File: config.mk
export PLATFORM = sky130hd
export DESIGN_NAME = calendar_date_register_core
export DESIGN_NICKNAME = d
export VERILOG_FILES = /design/src/rtl/cdr_pkg.sv /design/src/rtl/cdr_step.sv /design/src/rtl/calendar_date_register_core.sv
export SDC_FILE = /design/constraint.sdc
export NUM_CORES = 1
export LEC_CHECK = 0
export ABC_CLOCK_PERIOD_IN_PS = 12710
export BUFFER_PORTS_ARGS = -buffer_cell sky130_fd_sc_hd__buf_4
export CELL_PAD_IN_SITES_DETAIL_PLACEMENT = 0
export CELL_PAD_IN_SITES_GLOBAL_PLACEMENT = 1
export CORE_MARGIN = 2
export CORE_UTILIZATION = 51
export CTS_CLUSTER_SIZE = 14
export DETAILED_ROUTE_END_ITERATION = 10
export PLACE_DENSITY_LB_ADDON = 0.08
export SLEW_MARGIN = 20
export SYNTH_ARGS = -nofsm -noshare
export SYNTH_HDL_FRONTEND = slang
export SYNTH_SLANG_ARGS = --single-unit
File: constraint.sdc
create_clock -name clk -period 12.71 [get_ports clk]
set_clock_uncertainty 0.2 [all_clocks]
set_input_delay 0.6355 -clock clk [delete_from_list [all_inputs] [get_ports clk]]
set_output_delay 0.6355 -clock clk [all_outputs]
set_load 0.03 [all_outputs]
File: src/rtl/cdr_pkg.sv
package cdr_pkg;

	// command codes
	localparam logic [3:0] MODE_READ       = 4'd0;
	localparam logic [3:0] MODE_NEXT_DAY   = 4'd1;
	localparam logic [3:0] MODE_PREV_DAY   = 4'd2;
	localparam logic [3:0] MODE_SET_DAY    = 4'd3;
	localparam logic [3:0] MODE_SET_MONTH  = 4'd4;
	localparam logic [3:0] MODE_SET_YEAR   = 4'd5;
	localparam logic [3:0] MODE_SET_HOUR   = 4'd6;
	localparam logic [3:0] MODE_SET_MINUTE = 4'd7;
	localparam logic [3:0] MODE_LOAD_ALL   = 4'd8;

	localparam logic [11:0] YEAR_MIN   = 12'd1970;
	localparam logic [11:0] YEAR_MAX   = 12'd2100;
	localparam logic [4:0]  HOUR_MAX   = 5'd23;
	localparam logic [5:0]  MINUTE_MAX = 6'd59;
	localparam logic [3:0]  MONTH_JAN  = 4'd1;
	localparam logic [3:0]  MONTH_FEB  = 4'd2;
	localparam logic [3:0]  MONTH_DEC  = 4'd12;
	localparam logic [4:0]  DAY_FIRST  = 5'd1;

	// multiplicative inverse of 25 modulo 4096; y is a multiple of 25
	// exactly when y * INV25 mod 4096 stays at or below 4095 / 25
	localparam logic [11:0] INV25     = 12'd3113;
	localparam logic [11:0] DIV25_LIM = 12'd163;

	typedef struct packed {
		logic [3:0]  mode;
		logic [4:0]  new_day;
		logic [3:0]  new_month;
		logic [11:0] new_year;
		logic [4:0]  new_hour;
		logic [5:0]  new_minute;
	} cdr_cmd_t;

	typedef struct packed {
		logic [4:0]  day_out;
		logic [3:0]  month_out;
		logic [11:0] year_out;
		logic [4:0]  hour_out;
		logic [5:0]  minute_out;
		logic        rejected;
	} cdr_res_t;

	typedef struct packed {
		logic [4:0]  day;
		logic [3:0]  month;
		logic [11:0] year;
		logic [4:0]  hour;
		logic [5:0]  minute;
	} cdr_date_t;

	localparam cdr_date_t DATE_RESET = '{
		day:    5'd1,
		month:  4'd1,
		year:   12'd1970,
		hour:   5'd0,
		minute: 6'd0
	};

	// Gregorian rule: y % 4 == 0 and (y % 25 != 0 or y % 16 == 0)
	function automatic logic is_leap(input logic [11:0] y);
		logic [11:0] prod;
		logic        div25;
		// keep only the product modulo 4096
		prod  = y * INV25;
		div25 = (prod <= DIV25_LIM);
		return (y[1:0] == 2'd0) && (!div25 || (y[3:0] == 4'd0));
	endfunction

	// month length, zero for a month code outside January to December
	function automatic logic [4:0] days_in(input logic [3:0] m, input logic leap);
		logic [4:0] n;
		unique case (m)
			4'd1, 4'd3, 4'd5, 4'd7, 4'd8, 4'd10, 4'd12: n = 5'd31;
			4'd4, 4'd6, 4'd9, 4'd11:                     n = 5'd30;
			4'd2:                                         n = leap ? 5'd29 : 5'd28;
			default:                                      n = 5'd0;
		endcase
		return n;
	endfunction

endpackage

File: src/rtl/cdr_step.sv
module cdr_step
	import cdr_pkg::*;
(
	input  cdr_cmd_t  cmd,
	input  cdr_date_t cur,
	output cdr_date_t nxt,
	output logic      rejected
);

	logic       leap_cur;
	logic       leap_new;
	logic [4:0] dim_cur;
	logic [4:0] dim_prev;
	logic [4:0] dim_set_month;
	logic [4:0] dim_set_year;
	logic [4:0] dim_load;
	logic       year_ok;
	logic       month_ok;
	logic       hour_ok;
	logic       minute_ok;
	logic       load_ok;

	assign leap_cur      = is_leap(cur.year);
	assign leap_new      = is_leap(cmd.new_year);
	assign dim_cur       = days_in(cur.month, leap_cur);
	assign dim_prev      = days_in(cur.month - 4'd1, leap_cur);
	assign dim_set_month = days_in(cmd.new_month, leap_cur);
	assign dim_set_year  = days_in(cur.month, leap_new);
	assign dim_load      = days_in(cmd.new_month, leap_new);

	assign year_ok   = (cmd.new_year >= YEAR_MIN) && (cmd.new_year <= YEAR_MAX);
	assign month_ok  = (cmd.new_month >= MONTH_JAN) && (cmd.new_month <= MONTH_DEC);
	assign hour_ok   = (cmd.new_hour <= HOUR_MAX);
	assign minute_ok = (cmd.new_minute <= MINUTE_MAX);
	assign load_ok   = year_ok && month_ok && hour_ok && minute_ok &&
		(cmd.new_day >= DAY_FIRST) && (cmd.new_day <= dim_load);

	always_comb begin
		nxt      = cur;
		rejected = 1'b0;
		unique case (cmd.mode)
			MODE_NEXT_DAY: begin
				if (cur.day < dim_cur) begin
					nxt.day = cur.day + 5'd1;
				end else begin
					nxt.day = DAY_FIRST;
					if (cur.month < MONTH_DEC) begin
						nxt.month = cur.month + 4'd1;
					end else begin
						nxt.month = MONTH_JAN;
						nxt.year  = cur.year + 12'd1;
					end
				end
			end
			MODE_PREV_DAY: begin
				if (cur.day > DAY_FIRST) begin
					nxt.day = cur.day - 5'd1;
				end else if (cur.month > MONTH_JAN) begin
					nxt.month = cur.month - 4'd1;
					nxt.day   = dim_prev;
				end else begin
					nxt.month = MONTH_DEC;
					nxt.year  = cur.year - 12'd1;
					nxt.day   = days_in(MONTH_DEC, 1'b0);
				end
			end
			MODE_SET_DAY: begin
				if ((cmd.new_day >= DAY_FIRST) && (cmd.new_day <= dim_cur))
					nxt.day = cmd.new_day;
				else
					rejected = 1'b1;
			end
			MODE_SET_MONTH: begin
				if (month_ok) begin
					nxt.month = cmd.new_month;
					if (cur.day > dim_set_month)
						nxt.day = dim_set_month;
				end else begin
					rejected = 1'b1;
				end
			end
			MODE_SET_YEAR: begin
				if (year_ok) begin
					nxt.year = cmd.new_year;
					if (cur.day > dim_set_year)
						nxt.day = dim_set_year;
				end else begin
					rejected = 1'b1;
				end
			end
			MODE_SET_HOUR: begin
				if (hour_ok)
					nxt.hour = cmd.new_hour;
				else
					rejected = 1'b1;
			end
			MODE_SET_MINUTE: begin
				if (minute_ok)
					nxt.minute = cmd.new_minute;
				else
					rejected = 1'b1;
			end
			MODE_LOAD_ALL: begin
				if (load_ok) begin
					nxt.day    = cmd.new_day;
					nxt.month  = cmd.new_month;
					nxt.year   = cmd.new_year;
					nxt.hour   = cmd.new_hour;
					nxt.minute = cmd.new_minute;
				end else begin
					rejected = 1'b1;
				end
			end
			default: begin
				// read and unused codes: hold everything
			end
		endcase
	end

endmodule

File: src/rtl/calendar_date_register_core.sv
// Channel   Direction  Handshake             Word
// cmd       in         cmd_valid, cmd_stall  cdr_cmd_t (mode and new field values)
// res       out        res_valid, res_stall  cdr_res_t (date and time, rejected)
//
// One command word per cycle, sustained while no res stall is held. A word is held in the
// input register (cmd_s1), and its result then lands in the output register (res_q,
// res_valid) once that register is free. Each command needs the date left by the one
// before, and that single combinational update sets the rate.
// Reset (arst_n low) gives 01.01.1970 00:00 and empties both registers.
// A res stall backs up into the input register; cmd_stall rises only then.
module calendar_date_register_core
	import cdr_pkg::*;
(
	input  logic     clk,
	input  logic     arst_n,
	input  logic     cmd_valid,
	output logic     cmd_stall,
	input  cdr_cmd_t cmd,
	output logic     res_valid,
	input  logic     res_stall,
	output cdr_res_t res
);

	cdr_cmd_t  cmd_s1;
	logic      cmd_valid_s1;
	cdr_date_t date_q;
	cdr_res_t  res_q;
	logic      res_valid_q;

	cdr_date_t date_nxt;
	logic      rej_nxt;
	logic      advance;
	logic      fire;

	// output register is free when empty or being drained this cycle
	assign advance   = !res_valid_q || !res_stall;
	assign fire      = cmd_valid_s1 && advance;
	// hold off new words only while the input register is stuck
	assign cmd_stall = cmd_valid_s1 && !advance;

	// capture the incoming word
	always_ff @(posedge clk or negedge arst_n) begin
		if (!arst_n) begin
			cmd_valid_s1 <= 1'b0;
		end else if (!cmd_stall) begin
			cmd_valid_s1 <= cmd_valid;
		end
	end

	always_ff @(posedge clk) begin
		if (cmd_valid && !cmd_stall) begin
			cmd_s1 <= cmd;
		end
	end

	// apply one command to the date registers
	cdr_step u_step (
		.cmd      (cmd_s1),
		.cur      (date_q),
		.nxt      (date_nxt),
		.rejected (rej_nxt)
	);

	// advance the date state only when the result can be stored
	always_ff @(posedge clk or negedge arst_n) begin
		if (!arst_n) begin
			date_q <= DATE_RESET;
		end else if (fire) begin
			date_q <= date_nxt;
		end
	end

	always_ff @(posedge clk or negedge arst_n) begin
		if (!arst_n) begin
			res_valid_q <= 1'b0;
		end else if (fire) begin
			res_valid_q <= 1'b1;
		end else if (!res_stall) begin
			// drop the word once taken
			res_valid_q <= 1'b0;
		end
	end

	always_ff @(posedge clk) begin
		if (fire) begin
			res_q <= '{
				day_out:    date_nxt.day,
				month_out:  date_nxt.month,
				year_out:   date_nxt.year,
				hour_out:   date_nxt.hour,
				minute_out: date_nxt.minute,
				rejected:   rej_nxt
			};
		end
	end

	assign res_valid = res_valid_q;
	assign res       = res_q;

`ifndef SYNTHESIS
	// a pending result always mirrors the date state it left behind
	a_res_matches_state: assert property (@(posedge clk) disable iff (!arst_n)
		res_valid_q |-> (res_q.day_out == date_q.day) &&
			(res_q.month_out == date_q.month) && (res_q.year_out == date_q.year) &&
			(res_q.hour_out == date_q.hour) && (res_q.minute_out == date_q.minute))
		else $error("result word differs from date state");

	// a rejected command leaves the date untouched
	a_reject_holds: assert property (@(posedge clk) disable iff (!arst_n)
		fire && rej_nxt |=> $stable(date_q))
		else $error("rejected command changed the date");

	// month stays in January to December and day stays at or above one
	a_date_sane: assert property (@(posedge clk) disable iff (!arst_n)
		(date_q.month >= MONTH_JAN) && (date_q.month <= MONTH_DEC) &&
		(date_q.day >= DAY_FIRST))
		else $error("date state out of range");

	// the input register never drops a word while the output is blocked
	a_s1_kept: assert property (@(posedge clk) disable iff (!arst_n)
		cmd_valid_s1 && !advance |=> cmd_valid_s1 && $stable(cmd_s1))
		else $error("input register lost a stalled word");
`endif

endmodule
==> results.py <==
metrics = {
    "run_status": {
        "status": "completed",
    },
    "grt": {
        "track_usage_pct": 28.17,
        "grt_pass1_wl_um": 36290,
        "grt_pass1_vias": 6743,
        "grt_max_degree": 54,
        "gr-total-overflow": 0,
        "antenna_found_initial": 0,
    },
    "route": {
        "drt_first_pass_iters": 7,
        "wire_per_inst_um": 20.84,
        "drc_errors": 0,
        "drt-total-wl_um": 23300,
        "via_count": 7068,
        "ant_nets": 0,
        "drtIter0Drc": 645,
        "routed_via_density": 6.322,
    },
    "worst_setup_path": {
        "startpoint": "cmd_s1[14]",
        "required_ns": 12.60,
        "end_kind": "flop",
        "r2r_start": "cmd_s1[14]",
        "crit_type": "reg2reg",
        "crit_arrival_ns": 6.64,
        "max_stage_delay_ns": 0.55,
        "crit_fanout": 7,
        "path_cells": "ha_1 > inv_1 > fa_1 > inv_1 > ha_1 > inv_1 > fa_1 > xor2_1 > a21oi_1 > a2111oi_0 > o211ai_1 > a221o_1 > a31oi_1 > o21ai_0 > ha_1 > and4_1 > a21oi_1 > o31a_1 > o21ai_1 > nand2_1 > a21o_1 > a221oi_1 > a21oi_1 > a2bb2oi_1",
        "worst_setup_path_start_kind": "flop",
        "critPathSlowestCell": "edfxtp_1",
    },
    "logic_synthesis": {
        "yosys_warnings": 0,
        "synth_cells": 843,
        "ys_seq_area_share_pct": 36.32,
        "synthTopCellsByArea": "edfxtp_1 26%, ha_1 12%, dfrtp_1 7.7%",
        "yosysTopAreaCell": "edfxtp_1",
        "syn-num-nets": 973,
        "synth_edf_count": 69,
        "synth_ff_type": "edfxtp_1",
        "yosys.area.top_type_share_pct": 25.65,
        "synth-seq-cells": 103,
        "synthArstFlopShare_pct": 33.01,
        "synth_area_per_cell_um2": 9.582,
        "syn-cell-area_um2": 8078,
        "yosysUniqueCellTypes": 87,
    },
    "die": {
        "core_area_um2": 15660,
        "fp.dieH_um": 129.9,
        "initial_core_util_pct": 51.60,
        "die_x_um": 129.9,
        "die_area_um2": 16860,
        "ioPinCount": 75,
        "rows": 46,
    },
    "power": {
        "ir_worst_vdd_v": 0.0001300,
        "finalPower_mw": 1.695,
        "p_leak_nw": 3.771,
        "p_per_area_nw_per_um2": 187.5,
    },
    "clock_network": {
        "cts_hold_buf": 0,
        "clkLatencyLatePin_ns": 0.36,
        "cts_max_level": 3,
        "cts-resized-gates": 0,
        "cts_buffer_depth": 2,
        "cts_made_buffers": 9,
        "post_cts_buffers": 0,
        "clock_sinks": 103,
        "cts.clk_slew.worst_paths_ns": 0.08,
        "clockRootBuffer": "clkbuf_16",
        "cts_tree": "built",
    },
    "layout": {
        "final_core_util_pct": 57.73,
        "diodes": 0,
        "area_delta_synth_final_pct": 11.88,
        "drive_above_1_share_pct": 15.63,
        "final_common_cell": "buf_4",
        "final_cell_mix": "79 x buf_4, 78 x ha_1, 69 x edfxtp_1",
        "fin_nets": 1027,
        "fin_area_um2": 9037,
    },
    "placement": {
        "placed_cell_area_um2": 8711,
        "portBuffers": 74,
        "dp_hpwl_um": 17470,
        "routabilityCongestion": 0.9384,
    },
    "sta": {
        "tns_ns": 0,
        "maxSlewHeadroom_pct": 25.93,
        "slew_violations": 0,
        "finalCritPeriodShare_pct": 53.09,
        "fin_crit_ns": 6.748,
        "rsz0062_at_grt": "false",
        "hold_violations": 0,
        "finalSetupViolations": 0,
        "max_freq_mhz": 148.2,
        "worstMarginPinSlew_ns": 1.101,
    },
    "job": {
        "max_cap_viol_count": 0,
    },
    "worst_hold_path": {
        "worst_hold_path_type": "in2async",
    },
}
-- critical path: cells and delay by family (launching register included) --
kind                     cells  cell delay, ns
buffers and inverters        3            0.15
adder cells (fa/ha/maj)      5            1.90
AND/OR/NAND/NOR              2            0.48
AO/OA/AOI/OAI               13            3.05
flip-flops                   1            0.55
XOR/XNOR                     1            0.17
-- power breakdown --
group	internal (mW)	switching, mW	leakage (nW)
logic	0.347	0.511	2.55
registers	0.440	0.0973	1.07
clock network	0.159	0.140	0.155
total	0.946	0.748	3.77
-- cells in the mapped netlist, drive strengths merged, types with 13 or more instances --
cell	instances
ha	78
edfxtp	69
nor2	67
nand2	60
a21oi	57
inv	56
o21ai	48
clkbuf	31
nor3	31
dfrtp	25
nand3	19
xnor2	18
nand4	13
-- state kept, by name, summed over array words and instances, names as in the netlist --
name,cells
cmd_s1,36
cmd_valid_s1,1
date_q,32
res,33
res_valid,1
-- metrics by stage --
stage | worst slack, ns | cells | hold slack (ns)
finish | 5.962 | 1118 | 0.04977
global route | 5.568 | 1118 | 0.08631
CTS | 6.002 | 1118 | 0.06666
detailed placement | 6.010 | 1102 | 0.2668
global placement | 6.158 | 1102 | 0.2541
floorplan | 6.974 | 843 | 0.1399
-- cell families (layout without fill, tap and decap cells) --
family,Yosys count,in the layout,synth area share (%)
simple gates,268,268,17.10
buf+inv,92,151,5.623
compound gates,254,254,21.62
fa+ha+maj,90,90,15.06
flops,103,103,36.32
mux,13,13,1.781
xor+xnor,23,23,2.494
-- cell type report --
class,count,area (µm²)
Fill cell,1372,6618
Timing Repair Buffer,79,593.1
Inverter,56,210.2
Clock inverter,7,101.3
Clock buffer,9,225.2
Sequential cell,103,2934
Multi-Input combinational cell,648,4703
Tap cell,216,270.3
-- routing by layer --
layer | up-vias | GRT usage, % | share of wire, %
met1 | 3391 | 39.15 | 44
li1 | 3301 | - | -
met4 | 0 | 9.741 | 2.5
met5 | - | 0 | 0
met2 | 332 | 43.86 | 45
met3 | 44 | 6.027 | 8.1
-- final timing paths --
kind                               to  slack (ns)  cells after the start
setup / recovery              res[13]        5.96                     24
hold / removal             date_q[17]        0.05                      1
setup reg to reg              res[13]        5.96                     24
hold reg to reg             date_q[6]        0.28                      2
max in group asynchronous  date_q[27]       11.86                      1
min in group clk            cmd_s1[0]        0.24                      1
No activity file was read; power rests on OpenSTA's default activity.
